File: src/design/f32dl_pkg.sv
// Package for the FAT32 directory lookup block: field widths, codes, register map
// and stream widths.
// No dependencies.
package f32dl_pkg;

    localparam int ADDR_W    = 44;
    localparam int CLUSTER_W = 28;
    localparam int INDEX_W   = 16;
    localparam int MUL_A_W   = 44;
    localparam int MUL_B_W   = 16;

    localparam int S_TDATA_W = 192;
    localparam int S_TUSER_W = 2;
    localparam int M_TDATA_W = 72;
    localparam int M_TUSER_W = 3;

    localparam int PADDR_W   = 6;
    localparam int PDATA_W   = 64;

    // Input modes carried on s_tuser
    localparam logic [1:0] MODE_START = 2'd0;
    localparam logic [1:0] MODE_ENTRY = 2'd1;
    localparam logic [1:0] MODE_FAT   = 2'd2;

    // Register indexes (byte address 8*index)
    localparam logic [2:0] REG_BPS      = 3'd0;
    localparam logic [2:0] REG_SPC      = 3'd1;
    localparam logic [2:0] REG_RSV      = 3'd2;
    localparam logic [2:0] REG_COPIES   = 3'd3;
    localparam logic [2:0] REG_SPF      = 3'd4;
    localparam logic [2:0] REG_NAME_B   = 3'd5;
    localparam logic [2:0] REG_NAME_E   = 3'd6;

    // Register reset values
    localparam logic [12:0] BPS_RESET    = 13'd512;
    localparam logic [7:0]  SPC_RESET    = 8'd8;
    localparam logic [15:0] RSV_RESET    = 16'd32;
    localparam logic [7:0]  COPIES_RESET = 8'd2;
    localparam logic [31:0] SPF_RESET    = 32'd128;
    localparam logic [63:0] NAME_B_RESET = 64'h2020_2020_2020_2020;
    localparam logic [23:0] NAME_E_RESET = 24'h20_2020;

    // Directory entry and FAT markers
    localparam logic [7:0] MARK_FREE      = 8'h00;
    localparam logic [7:0] MARK_DELETED   = 8'hE5;
    localparam logic [7:0] MARK_BLANK     = 8'h20;
    localparam logic [7:0] ATTR_LONG_NAME = 8'h0F;
    localparam logic [CLUSTER_W-1:0] BAD_CLUSTER  = 28'hFFF_FFF7;
    localparam logic [CLUSTER_W-1:0] END_OF_CHAIN = 28'hFFF_FFF8;
    localparam logic [INDEX_W-1:0]   MAX_ENTRIES  = 16'd32768;

    typedef enum logic [2:0] {
        VERDICT_READ_ENTRY = 3'd0,
        VERDICT_READ_FAT   = 3'd1,
        VERDICT_FOUND      = 3'd2,
        VERDICT_NOT_FOUND  = 3'd3,
        VERDICT_BLANK      = 3'd4,
        VERDICT_BAD_CLUST  = 3'd5,
        VERDICT_UNEXPECTED = 3'd6
    } verdict_t;

endpackage

File: src/design/fat32_directory_lookup.sv
// Top level of the FAT32 directory lookup block: stream ports, APB registers,
// search state and a sequenced address unit built on one shared multiplier.
// Depends on f32dl_pkg.

// Searches one FAT32 directory for an 11-byte space-padded short name. A start word
// (s_tuser = 0) names the directory's first cluster; the block answers with the byte
// address of directory entry 0 (verdict 0) or of the cluster's FAT entry (verdict 1).
// The host reads that location and feeds it back as an entry word (s_tuser = 1) or a
// FAT word (s_tuser = 2), and each answer either ends the search (found, not found,
// blank name, bad cluster) or asks for the next read. Deleted and long-name entries
// are skipped; a zero first byte or the end of the cluster moves on to the FAT entry,
// and the chain is followed until its end mark. A word that does not fit the current
// state gets verdict 6 and leaves the search untouched. Timing: a word that ends the
// search or is unexpected gives its result in the cycle after acceptance. A word that
// leads to an entry or FAT read first passes a step that compares the entry index
// with the entry count (not taken when a zero first byte sends it straight to the FAT
// entry), then the single 44x16 multiplier, which is stepped through the address
// products (each term of the address) one product per cycle, and a final add into the
// result register; the entry count product (sector size times cluster size) is taken
// in the accepting cycle. s_tready is low while a word is being worked on and while a
// result waits on m_tready. The user must write registers through APB only while the
// block is idle; the block itself does not enforce it.
module fat32_directory_lookup
    import f32dl_pkg::*;
(
    input  logic                 aclk,
    input  logic                 aresetn,
    // Input stream
    input  logic                 s_tvalid,
    output logic                 s_tready,
    // s_tdata, lowest bit up: dir_cluster[27:0], entry_name_base[91:28],
    // entry_name_ext[115:92], entry_attr[123:116], entry_cluster_high[139:124],
    // entry_cluster_low[155:140], fat_word[187:156], zero fill[191:188]
    input  logic [S_TDATA_W-1:0] s_tdata,
    // s_tuser: mode[1:0]
    input  logic [S_TUSER_W-1:0] s_tuser,
    // Result stream
    output logic                 m_tvalid,
    input  logic                 m_tready,
    // m_tdata, lowest bit up: read_address[43:0], found_cluster[71:44]
    output logic [M_TDATA_W-1:0] m_tdata,
    // m_tuser: verdict[2:0]
    output logic [M_TUSER_W-1:0] m_tuser,
    // Configuration
    input  logic                 psel,
    input  logic                 penable,
    input  logic                 pwrite,
    input  logic [PADDR_W-1:0]   paddr,
    input  logic [PDATA_W-1:0]   pwdata,
    output logic [PDATA_W-1:0]   prdata,
    output logic                 pready
);

    typedef enum logic [3:0] {
        ST_IDLE,
        ST_DECIDE,
        ST_E_RSV,
        ST_E_SPF,
        ST_E_FATB,
        ST_E_CLUS,
        ST_E_CLUSB,
        ST_E_DONE,
        ST_F_RSV,
        ST_F_DONE
    } state_t;

    // ---------------------------------------------------------------------
    // Input field unpacking
    // ---------------------------------------------------------------------
    logic [CLUSTER_W-1:0] in_dir_cluster;
    logic [63:0]          in_name_base;
    logic [23:0]          in_name_ext;
    logic [7:0]           in_attr;
    logic [15:0]          in_cl_high;
    logic [15:0]          in_cl_low;
    logic [31:0]          in_fat_word;
    logic [1:0]           in_mode;

    assign in_dir_cluster   = s_tdata[27:0];
    assign in_name_base     = s_tdata[91:28];
    assign in_name_ext      = s_tdata[115:92];
    assign in_attr          = s_tdata[123:116];
    assign in_cl_high       = s_tdata[139:124];
    assign in_cl_low        = s_tdata[155:140];
    assign in_fat_word      = s_tdata[187:156];
    assign in_mode          = s_tuser;

    // ---------------------------------------------------------------------
    // Registers
    // ---------------------------------------------------------------------
    state_t               state_reg, state_next;
    logic                 searching_reg, searching_next;
    logic                 awaiting_fat_reg, awaiting_fat_next;
    logic [CLUSTER_W-1:0] cluster_reg, cluster_next;
    logic [INDEX_W-1:0]   index_reg, index_next;
    logic [MUL_A_W-1:0]   prod_reg, prod_next;
    logic [ADDR_W-1:0]    acc_reg, acc_next;
    logic                 m_valid_reg, m_valid_next;
    verdict_t             verdict_reg, verdict_next;
    logic [ADDR_W-1:0]    addr_reg, addr_next;
    logic [CLUSTER_W-1:0] found_reg, found_next;

    logic [12:0] bps_reg;
    logic [7:0]  spc_reg;
    logic [15:0] rsv_reg;
    logic [7:0]  copies_reg;
    logic [31:0] spf_reg;
    logic [63:0] name_b_reg;
    logic [23:0] name_e_reg;

    // ---------------------------------------------------------------------
    // Handshakes
    // ---------------------------------------------------------------------
    logic       s_accept;
    logic       cfg_write;
    logic [2:0] cfg_index;

    assign s_tready  = (state_reg == ST_IDLE) && !m_valid_reg;
    assign s_accept  = s_tvalid && s_tready;
    assign pready    = 1'b1;
    assign cfg_write = psel && penable && pwrite && pready;
    assign cfg_index = paddr[5:3];

    assign m_tvalid = m_valid_reg;
    assign m_tuser  = verdict_reg;
    assign m_tdata  = {found_reg, addr_reg};

    // Register read-back
    always_comb begin
        prdata = '0;
        unique case (cfg_index)
            REG_BPS:    prdata = {51'd0, bps_reg};
            REG_SPC:    prdata = {56'd0, spc_reg};
            REG_RSV:    prdata = {48'd0, rsv_reg};
            REG_COPIES: prdata = {56'd0, copies_reg};
            REG_SPF:    prdata = {32'd0, spf_reg};
            REG_NAME_B: prdata = name_b_reg;
            REG_NAME_E: prdata = {40'd0, name_e_reg};
            default:    prdata = '0;
        endcase
    end

    // ---------------------------------------------------------------------
    // Shared multiplier: operands picked by the sequencer step, low 44 bits kept
    // ---------------------------------------------------------------------
    logic [MUL_A_W-1:0]         mul_a;
    logic [MUL_B_W-1:0]         mul_b;
    logic [MUL_A_W+MUL_B_W-1:0] mul_full;
    logic [MUL_A_W-1:0]         mul_p;
    logic [MUL_A_W-1:0]         cluster_off;

    // Cluster numbering starts at 2; wrap below that like the address does
    assign cluster_off = {{(MUL_A_W-CLUSTER_W){1'b0}}, cluster_reg} - MUL_A_W'(2);

    always_comb begin
        mul_a = '0;
        mul_b = '0;
        unique case (state_reg)
            ST_IDLE: begin
                mul_a = MUL_A_W'(bps_reg);
                mul_b = MUL_B_W'(spc_reg);
            end
            ST_E_RSV, ST_F_RSV: begin
                mul_a = MUL_A_W'(rsv_reg);
                mul_b = MUL_B_W'(bps_reg);
            end
            ST_E_SPF: begin
                mul_a = MUL_A_W'(spf_reg);
                mul_b = MUL_B_W'(copies_reg);
            end
            ST_E_FATB, ST_E_CLUSB: begin
                mul_a = prod_reg;
                mul_b = MUL_B_W'(bps_reg);
            end
            ST_E_CLUS: begin
                mul_a = cluster_off;
                mul_b = MUL_B_W'(spc_reg);
            end
            default: begin
                mul_a = '0;
                mul_b = '0;
            end
        endcase
    end

    assign mul_full = mul_a * mul_b;
    assign mul_p    = mul_full[MUL_A_W-1:0];

    // ---------------------------------------------------------------------
    // Entry checks on the incoming word
    // ---------------------------------------------------------------------
    logic [7:0]           first_byte;
    logic                 name_match;
    logic                 entry_skip;
    logic [CLUSTER_W-1:0] fat_next;
    logic [15:0]          n_raw;
    logic [INDEX_W-1:0]   n_cap;

    assign first_byte = in_name_base[63:56];
    assign name_match = (in_name_base == name_b_reg) && (in_name_ext == name_e_reg);
    assign entry_skip = (first_byte == MARK_DELETED) || (in_attr == ATTR_LONG_NAME);
    assign fat_next   = in_fat_word[CLUSTER_W-1:0];

    // Entries per cluster: bps*spc/32, capped
    assign n_raw = prod_reg[20:5];
    assign n_cap = (n_raw > MAX_ENTRIES) ? MAX_ENTRIES : n_raw;

    // ---------------------------------------------------------------------
    // Sequencer
    // ---------------------------------------------------------------------
    always_comb begin
        state_next        = state_reg;
        searching_next    = searching_reg;
        awaiting_fat_next = awaiting_fat_reg;
        cluster_next      = cluster_reg;
        index_next        = index_reg;
        prod_next         = prod_reg;
        acc_next          = acc_reg;
        m_valid_next      = m_valid_reg && !m_tready;
        verdict_next      = verdict_reg;
        addr_next         = addr_reg;
        found_next        = found_reg;

        unique case (state_reg)
            ST_IDLE: begin
                if (s_accept) begin
                    // Entry count product is ready for ST_DECIDE
                    prod_next    = mul_p;
                    m_valid_next = 1'b0;
                    addr_next    = '0;
                    found_next   = '0;
                    if (in_mode == MODE_START) begin
                        searching_next = 1'b1;
                        cluster_next   = in_dir_cluster;
                        index_next     = '0;
                        state_next     = ST_DECIDE;
                    end else if (in_mode == MODE_ENTRY && searching_reg
                                 && !awaiting_fat_reg) begin
                        if (first_byte == MARK_FREE) begin
                            // end of directory marker: go to the FAT entry
                            awaiting_fat_next = 1'b1;
                            state_next        = ST_F_RSV;
                        end else if (!entry_skip && first_byte == MARK_BLANK) begin
                            searching_next = 1'b0;
                            m_valid_next   = 1'b1;
                            verdict_next   = VERDICT_BLANK;
                        end else if (!entry_skip && name_match) begin
                            searching_next = 1'b0;
                            m_valid_next   = 1'b1;
                            verdict_next   = VERDICT_FOUND;
                            found_next     = {in_cl_high[11:0], in_cl_low};
                        end else begin
                            index_next = index_reg + INDEX_W'(1);
                            state_next = ST_DECIDE;
                        end
                    end else if (in_mode == MODE_FAT && searching_reg
                                 && awaiting_fat_reg) begin
                        awaiting_fat_next = 1'b0;
                        if (fat_next == BAD_CLUSTER) begin
                            searching_next = 1'b0;
                            m_valid_next   = 1'b1;
                            verdict_next   = VERDICT_BAD_CLUST;
                        end else if (fat_next >= END_OF_CHAIN) begin
                            searching_next = 1'b0;
                            m_valid_next   = 1'b1;
                            verdict_next   = VERDICT_NOT_FOUND;
                        end else begin
                            cluster_next = fat_next;
                            index_next   = '0;
                            state_next   = ST_DECIDE;
                        end
                    end else begin
                        // out of turn: report and leave the search alone
                        m_valid_next = 1'b1;
                        verdict_next = VERDICT_UNEXPECTED;
                    end
                end
            end

            ST_DECIDE: begin
                if (index_reg >= n_cap) begin
                    awaiting_fat_next = 1'b1;
                    state_next        = ST_F_RSV;
                end else begin
                    awaiting_fat_next = 1'b0;
                    state_next        = ST_E_RSV;
                end
            end

            // Entry address: rsv*bps + copies*spf*bps + (cluster-2)*spc*bps + index*32
            ST_E_RSV: begin
                prod_next  = mul_p;
                acc_next   = {{(ADDR_W-INDEX_W-5){1'b0}}, index_reg, 5'd0};
                state_next = ST_E_SPF;
            end
            ST_E_SPF: begin
                acc_next   = acc_reg + prod_reg;
                prod_next  = mul_p;
                state_next = ST_E_FATB;
            end
            ST_E_FATB: begin
                prod_next  = mul_p;
                state_next = ST_E_CLUS;
            end
            ST_E_CLUS: begin
                acc_next   = acc_reg + prod_reg;
                prod_next  = mul_p;
                state_next = ST_E_CLUSB;
            end
            ST_E_CLUSB: begin
                prod_next  = mul_p;
                state_next = ST_E_DONE;
            end
            ST_E_DONE: begin
                m_valid_next = 1'b1;
                verdict_next = VERDICT_READ_ENTRY;
                addr_next    = acc_reg + prod_reg;
                state_next   = ST_IDLE;
            end

            // FAT address: rsv*bps + 4*cluster, first FAT copy
            ST_F_RSV: begin
                prod_next  = mul_p;
                acc_next   = {{(ADDR_W-CLUSTER_W-2){1'b0}}, cluster_reg, 2'd0};
                state_next = ST_F_DONE;
            end
            ST_F_DONE: begin
                m_valid_next = 1'b1;
                verdict_next = VERDICT_READ_FAT;
                addr_next    = acc_reg + prod_reg;
                state_next   = ST_IDLE;
            end

            default: state_next = ST_IDLE;
        endcase
    end

    always_ff @(posedge aclk) begin
        if (!aresetn) begin
            state_reg        <= ST_IDLE;
            searching_reg    <= 1'b0;
            awaiting_fat_reg <= 1'b0;
            cluster_reg      <= '0;
            index_reg        <= '0;
            m_valid_reg      <= 1'b0;
            bps_reg          <= BPS_RESET;
            spc_reg          <= SPC_RESET;
            rsv_reg          <= RSV_RESET;
            copies_reg       <= COPIES_RESET;
            spf_reg          <= SPF_RESET;
            name_b_reg       <= NAME_B_RESET;
            name_e_reg       <= NAME_E_RESET;
        end else begin
            state_reg        <= state_next;
            searching_reg    <= searching_next;
            awaiting_fat_reg <= awaiting_fat_next;
            cluster_reg      <= cluster_next;
            index_reg        <= index_next;
            m_valid_reg      <= m_valid_next;
            if (cfg_write) begin
                unique case (cfg_index)
                    REG_BPS:    bps_reg    <= pwdata[12:0];
                    REG_SPC:    spc_reg    <= pwdata[7:0];
                    REG_RSV:    rsv_reg    <= pwdata[15:0];
                    REG_COPIES: copies_reg <= pwdata[7:0];
                    REG_SPF:    spf_reg    <= pwdata[31:0];
                    REG_NAME_B: name_b_reg <= pwdata;
                    REG_NAME_E: name_e_reg <= pwdata[23:0];
                    default:    ;
                endcase
            end
        end
        // Datapath and result payload: no reset
        prod_reg    <= prod_next;
        acc_reg     <= acc_next;
        verdict_reg <= verdict_next;
        addr_reg    <= addr_next;
        found_reg   <= found_next;
    end

endmodule

File: config.mk
export PLATFORM = sky130hd
export DESIGN_NAME = fat32_directory_lookup
export DESIGN_NICKNAME = d
export VERILOG_FILES = /design/src/design/f32dl_pkg.sv /design/src/design/fat32_directory_lookup.sv
export SDC_FILE = /design/constraint.sdc
export NUM_CORES = 2
export LEC_CHECK = 0
export ABC_CLOCK_PERIOD_IN_PS = 7050
export BUFFER_PORTS_ARGS = -buffer_cell sky130_fd_sc_hd__buf_2
export CORE_MARGIN = 1.5
export CORE_UTILIZATION = 55
export DETAILED_ROUTE_END_ITERATION = 12
export HOLD_SLACK_MARGIN = 0.12
export PLACE_DENSITY = 0.82
export SLEW_MARGIN = 25
export SYNTH_ARGS = -nofsm -noshare
export SYNTH_HDL_FRONTEND = slang
export SYNTH_SLANG_ARGS = --single-unit
export TNS_END_PERCENT = 30
File: constraint.sdc
create_clock -name aclk -period 7.05 [get_ports aclk]
set_input_delay 1.0575 -clock aclk [delete_from_list [all_inputs] [get_ports aclk]]
set_output_delay 1.0575 -clock aclk [all_outputs]
set_load 0.005 [all_outputs]
* Word-level counts from Yosys, hierarchy flattened *
Cells that the tools add are included.

storage, ports and cells
  register bits = 379
  bits in latches = 0
  bits in writable memories = 0
  ROM bits = 0
  bits of input ports = 271
  output and inout port bits = 142
  logic and storage cells = 192
  memories = 0

cells by class
  $add $sub $neg = 3
  $mul = 1
  divide/modulo/power cells = 0
  order comparisons = 3
  equality and inequality tests = 44
  shift-type cells = 0
  mux-type cells = 68
  bitwise logic cells = 2
  reductions and logical operators = 53

operators by type and width
  operator                 count
  $pmux W64 S7             1
  $pmux W44 S5             1
  $pmux W44 S2             2
  $mux W16                 9
  $mux W28                 5
  $pmux W44 S3             1
  $mux W44                 2
  $eq A64 B64 Y1           1
  $add A44 B44 Y44         1
  $mul A44 B16 Y44         1
  $mux W4                  10
  $pmux W13 S3             1
  $pmux W4 S8              1
  $sub A28 B2 Y29 const B  1
  $eq A28 B28 Y1 const B   1
  $ge A28 B28 Y1 const B   1
  $mux W3                  9
  $eq A24 B24 Y1           1
  $reduce_and A6 Y1        4
  $mux W1                  23
  $reduce_and A2 Y1        10
  $ne A3 B3 Y1 const B     6
  $add A16 B1 Y16 const B  1
  $eq A4 B3 Y1 const B     4
  other kinds (40)         77

* Depth between registers and ports, before layout *
  word-level depth = 11
  mapped depth = 32
  mapped depth without buffers = 31

* Least setup slack after synthesis *
OpenSTA, ideal clock, no wires.

  path type = flip-flop to flip-flop
  start point = reg cluster_reg[6]
  end point = reg prod_reg[41], data pin
  setup time = 274 ps
  data arrival time = 7355 ps
  required time = 6776 ps
  setup slack = -580 ps
  cell stages (with the launch flop) = 30
  buffers on the path = 1
  period minus slack after synthesis = 7630 ps
  cell sequence = dfxtp_1 > buf_6 > or4_4 > nor4_4 > nand2_1 > or2_1 > nor2_2 > nand2_1 > or3_1 > xor2_1 > o21a_1 > nor2_1 > fa_1 > inv_1 > fa_1 > inv_1 > fa_1 > fa_1 > inv_1 > fa_1 > inv_1 > ha_1 > and3_1 > nand4_1 > o41ai_1 > o21a_1 > a31oi_1 > o21ai_0 > mux2i_1 > o2111ai_1

between the ends
  word-level cells in the longest chain between the ends = 5

ends and longest elaborated chain
  element                 line                           RTL
  start, declared         fat32_directory_lookup.sv:94   logic [CLUSTER_W-1:0] cluster_reg, cluster_next;
  start signal, assigned  fat32_directory_lookup.sv:357  cluster_reg <= cluster_next;
  $sub A28 B2 Y29 (*)     fat32_directory_lookup.sv:153  assign cluster_off = {{(MUL_A_W-CLUSTER_W){1'b0}}, cluster_reg} - MUL_A_W'(2);
  $pmux W44 S5 (*)        fat32_directory_lookup.sv:158  unique case (state_reg)
  $mul A44 B16 Y44 (*)    fat32_directory_lookup.sv:186  assign mul_full = mul_a * mul_b;
  via mul_full[41]        fat32_directory_lookup.sv:148  logic [MUL_A_W+MUL_B_W-1:0] mul_full;
  $mux W44                fat32_directory_lookup.sv:226  if (s_accept) begin
  $pmux W44 S2 (*)        fat32_directory_lookup.sv:224  unique case (state_reg)
  end signal, assigned    fat32_directory_lookup.sv:374  prod_reg <= prod_next;
  end, declared           fat32_directory_lookup.sv:96   logic [MUL_A_W-1:0] prod_reg, prod_next;

Mark *: on every way through the listed nets, which the timed path passes. The rest lies on a longest branch. The select of a mux whose other input is x is not followed.
A chain may end at the register's enable or synchronous reset.

* Worst setup path in the final report *
  start point = reg cluster_reg[3]
  end point = reg prod_reg[37], data pin

Same word-level chain as after synthesis.

==> key figures <==
Detailed routing
  – DR vias: 33500
  – Final ANT Viol Nets: 0
  – Total wire length after detailed routing: 129 mm
  – Post-detailed-route DRC marker count: 0
  – DR WL/cell: 23.0 microns
  – Count of TritonRoute iterations in the first routing pass: 6
  – Vias/cell: 5.99
  – DRC violation total after the first TritonRoute iteration: 4247

Global routing
  – Number of antenna violations at the first check in global routing: 7
  – Maximum number of pins on one net before global-route repair: 126
  – GR Util All Layers: 38.5%
  – Overflow left after global routing: 0
  – First-pass GRT wire length: 193 mm
  – Via count of the first global-routing pass: 32600

Power and ir drop
  – Internal power consumption: 5.63 mW
  – Switching power share of the total: 40.5%
  – Maximum VDD drop: 0.160 mV
  – Static leakage: 19.4 nW
  – Sequential group share of total power: 32.6%
  – Power spent charging and discharging nets: 3.83 mW
  – Clk pwr share: 23.7%
  – Power per Cell Area: 220 mW/mm^2
  – Relative contribution of combinational cells to total power: 43.7%

Floorplanning
  – Die Ht: 256 microns
  – Core region area: 0.0633 sq mm
  – Die area: 0.0657 sq mm
  – Initial Utilization: 55.8%
  – Chip width: 256 microns
  – Total I/O pin count: 413
  – Row Count: 92

Critical path
  – Reg-to-Reg Start: cluster_reg[3]$_SDFFE_PN0P_
  – Reg2Reg Depth: 32
  – CP Data Required Time: 7.38 ns
  – Arr. time, crit path: 8.05 ns
  – Critical path class: reg -> reg
  – Critical path launch point type: register
  – Slowest stage cell, crit path: sky130_fd_sc_hd__or4_4
  – Maximum net fanout on the critical path: 4
  – Internal reg-to-reg setup slack: -0.67 ns
  – Cell with the most instances on the worst path: sky130_fd_sc_hd__fa_1
  – Worst r2r dst: prod_reg[37]$_DFFE_PP_
  – Type of destination of the critical path: register
  – Largest stage delay on the critical path: 0.56 ns

Yosys
  – Most used flip-flop cell after synthesis: sky130_fd_sc_hd__dfxtp_1
  – Netlist area before placement: 0.0353 sq mm
  – Instance count of the mapped netlist: 4058
  – Async set-reset flop share out of synthesis: 0%
  – Number of flops mapped to enable cells by yosys: 163
  – Sequential-to-total area share from yosys stat: 26.1%
  – Syn Area/Cell: 8.70 sq um
  – Number of flip-flops and latches in the synthesized netlist: 379
  – Netlist cell types: 84
  – Net Count, Synth: 4845
  – Warnings from Yosys: 0

Outcome
  – Failing checks: setup timing
  – Status: finished with violations

Clocking
  – CTS sink cnt: 379
  – Clock insertion delay at the later pin of the skew report: 0.59 ns
  – Clock root cell: sky130_fd_sc_hd__clkbuf_16
  – Number of clock buffers inserted by TritonCTS: 41
  – H-tree depth: 2
  – Reg clk slew, reported paths: 0.06 ns
  – Clock tree from TritonCTS: built
  – Maximum root-to-sink buffer count: 3

Finish
  – Area delta synth->final: 22.1%
  – Total of fill cells in the finished design: 4951
  – Commonest non-fill, non-tap cells in the layout: sky130_fd_sc_hd__nand2_1, sky130_fd_sc_hd__inv_1, sky130_fd_sc_hd__buf_2
  – Leading cell type in the layout, fill and taps excluded: sky130_fd_sc_hd__nand2_1
  – Fraction of final layout cells sized beyond drive strength 1: 22.1%
  – Post-layout utilization of the core: 68.1%
  – Final #Nets: 5496
  – Largest register FFs: 64

STA
  – Final setup viols: 20
  – Max-slew violation count: 0
  – Skew final: 0.0179 ns
  – Worst max-slew margin expressed relative to the limit: 31.5%
  – Clock period minus final worst setup slack: 7.72 ns
  – Hold Vio Cnt, Final: 0
  – Highest attainable clock frequency: 130 MHz
  – Setup slack after layout: -0.666 ns
  – Setup repair after global routing missed its margin: yes
  – Portion of the clock cycle consumed by the worst path in the final layout: 109%
  – Worst Tran Pin Value: 1.03 ns

Min path
  – Hold Path Sink: rsv_reg[13]$_SDFFE_PN0P_
  – Instance count along the most critical hold path: 2
  – HP Start: rsv_reg[13]$_SDFFE_PN0P_
  – Path type of the worst min-delay path: reg -> reg

Placement
  – Setup WS pre-CTS: -0.574 ns
  – Number of buffers inserted by port buffering: 396
  – Gp weighted congestion: 1.06
  – Hpwl dp: 101 mm

Flow run
  – Count of maximum capacitance violations: 0
what timing repair did:
action	in CTS	in global routing
endpoints found under the setup margin	24	25
buffers inserted	23	10
hold buffers	0	0
pin swaps	66	36
gates resized for setup	84	35
worst max-delay path by stage:
stage                                      startpoint                     end  slack [ns]  depth (start not counted)
after global routing      cluster_reg[3]$_SDFFE_PN0P_  prod_reg[37]$_DFFE_PP_       -0.80                         32
after CTS                 cluster_reg[7]$_SDFFE_PN0P_  prod_reg[41]$_DFFE_PP_       -0.47                         31
final                     cluster_reg[3]$_SDFFE_PN0P_  prod_reg[37]$_DFFE_PP_       -0.67                         32
after global placement    cluster_reg[9]$_SDFFE_PN0P_  prod_reg[41]$_DFFE_PP_       -0.49                         30
after detailed placement  cluster_reg[9]$_SDFFE_PN0P_  prod_reg[42]$_DFFE_PP_       -0.57                         30
after floorplan           cluster_reg[9]$_SDFFE_PN0P_  prod_reg[41]$_DFFE_PP_       -0.10                         30
area by class of cell:
type | count | area [sq um] | area share [%]
flip-flops and latches | 379 | 9220 | 21.4
well taps | 846 | 1060 | 2.46
repair buffers | 824 | 5530 | 12.8
diodes | 6 | 15.0 | 0.0348
clock buffers | 56 | 1150 | 2.68
multi-input cells | 3026 | 24300 | 56.3
clock inverters | 20 | 213 | 0.493
inverters | 437 | 1640 | 3.81
Yosys cell counts, drive strengths merged, types with 13 or more instances:
cell    number  area [sq um]
o21ai      150           754
nor2       351          1330
a21o        73           548
a22oi       44           330
mux2i       49           490
o21a        27           203
a221o       13           130
nor2b       32           200
xor2        51           447
edfxtp     163          4890
a31oi       22           138
nor4        21           146
o211a       32           320
inv        437          1640
and3        85           532
buf         30           153
ha         126          1580
dfxtp      216          4320
and2        50           313
nand4       42           263
a21boi     141          1060
nand3       74           375
nor3        33           170
a221oi      15           149
xnor2      161          1430
nand2      755          2830
nand2b      19           119
fa         390          7810
clkbuf     186           698
a21oi      108           544
critical path, delay by kind of cell, from the launching register on:
family	cells	cell delay, ns
compound gates	5	0.83
xor+xnor	1	0.20
fa+ha+maj	6	2.64
buf+inv	8	0.90
flops	1	0.31
simple gates	12	2.60
power groups by stage:
| stage | combinational, mW | sequential [mW] | clock [mW] |
|---|---|---|---|
| floorplan | 2.26 | 2.96 | 0 |
| global placement | 3.75 | 3.09 | 0 |
| detailed placement | 3.81 | 3.09 | 0 |
| CTS | 3.97 | 3.05 | 2.23 |
| global route | 4.39 | 3.09 | 2.32 |
| finish | 4.14 | 3.08 | 2.24 |
stage by stage:
step / std cells / power, mW / setup TNS (ns) / hold slack (ns) / instance area, sq um
detailed placement: 5479 / 6.90 / -7.07 / 0.479 / 41000
floorplan: 4058 / 5.22 / -0.348 / 0.451 / 35400
finish: 5594 / 9.46 / -6.57 / 0.488 / 43100
global placement: 5479 / 6.84 / -5.21 / 0.474 / 40900
global route: 5594 / 9.79 / -10.56 / 0.505 / 43100
CTS: 5578 / 9.25 / -3.67 / 0.488 / 42800
per-layer routing:
metal	wire [microns]	global-route usage, %	vias to the layer above	part of all wire (%)
met1	49200	52.0	16300	38
met2	57100	59.4	2160	44
met3	15600	8.21	355	12
li1	-	-	14700	-
met4	6680	17.5	2	5.2
met5	11	0	-	0.0085
kinds of logic after synthesis:
family / count (synthesis) / synth area share, %
AOI/OAI and AO/OA: 725 / 14.2
and+or+nand+nor: 1514 / 18.9
other: 1 / 0.0106
DFF: 379 / 26.1
buffers and inverters: 653 / 7.06
adders and majority gates: 516 / 26.6
muxes: 57 / 1.71
xor gates and xnor gates: 213 / 5.37
Power figures use the tool's default switching activity.
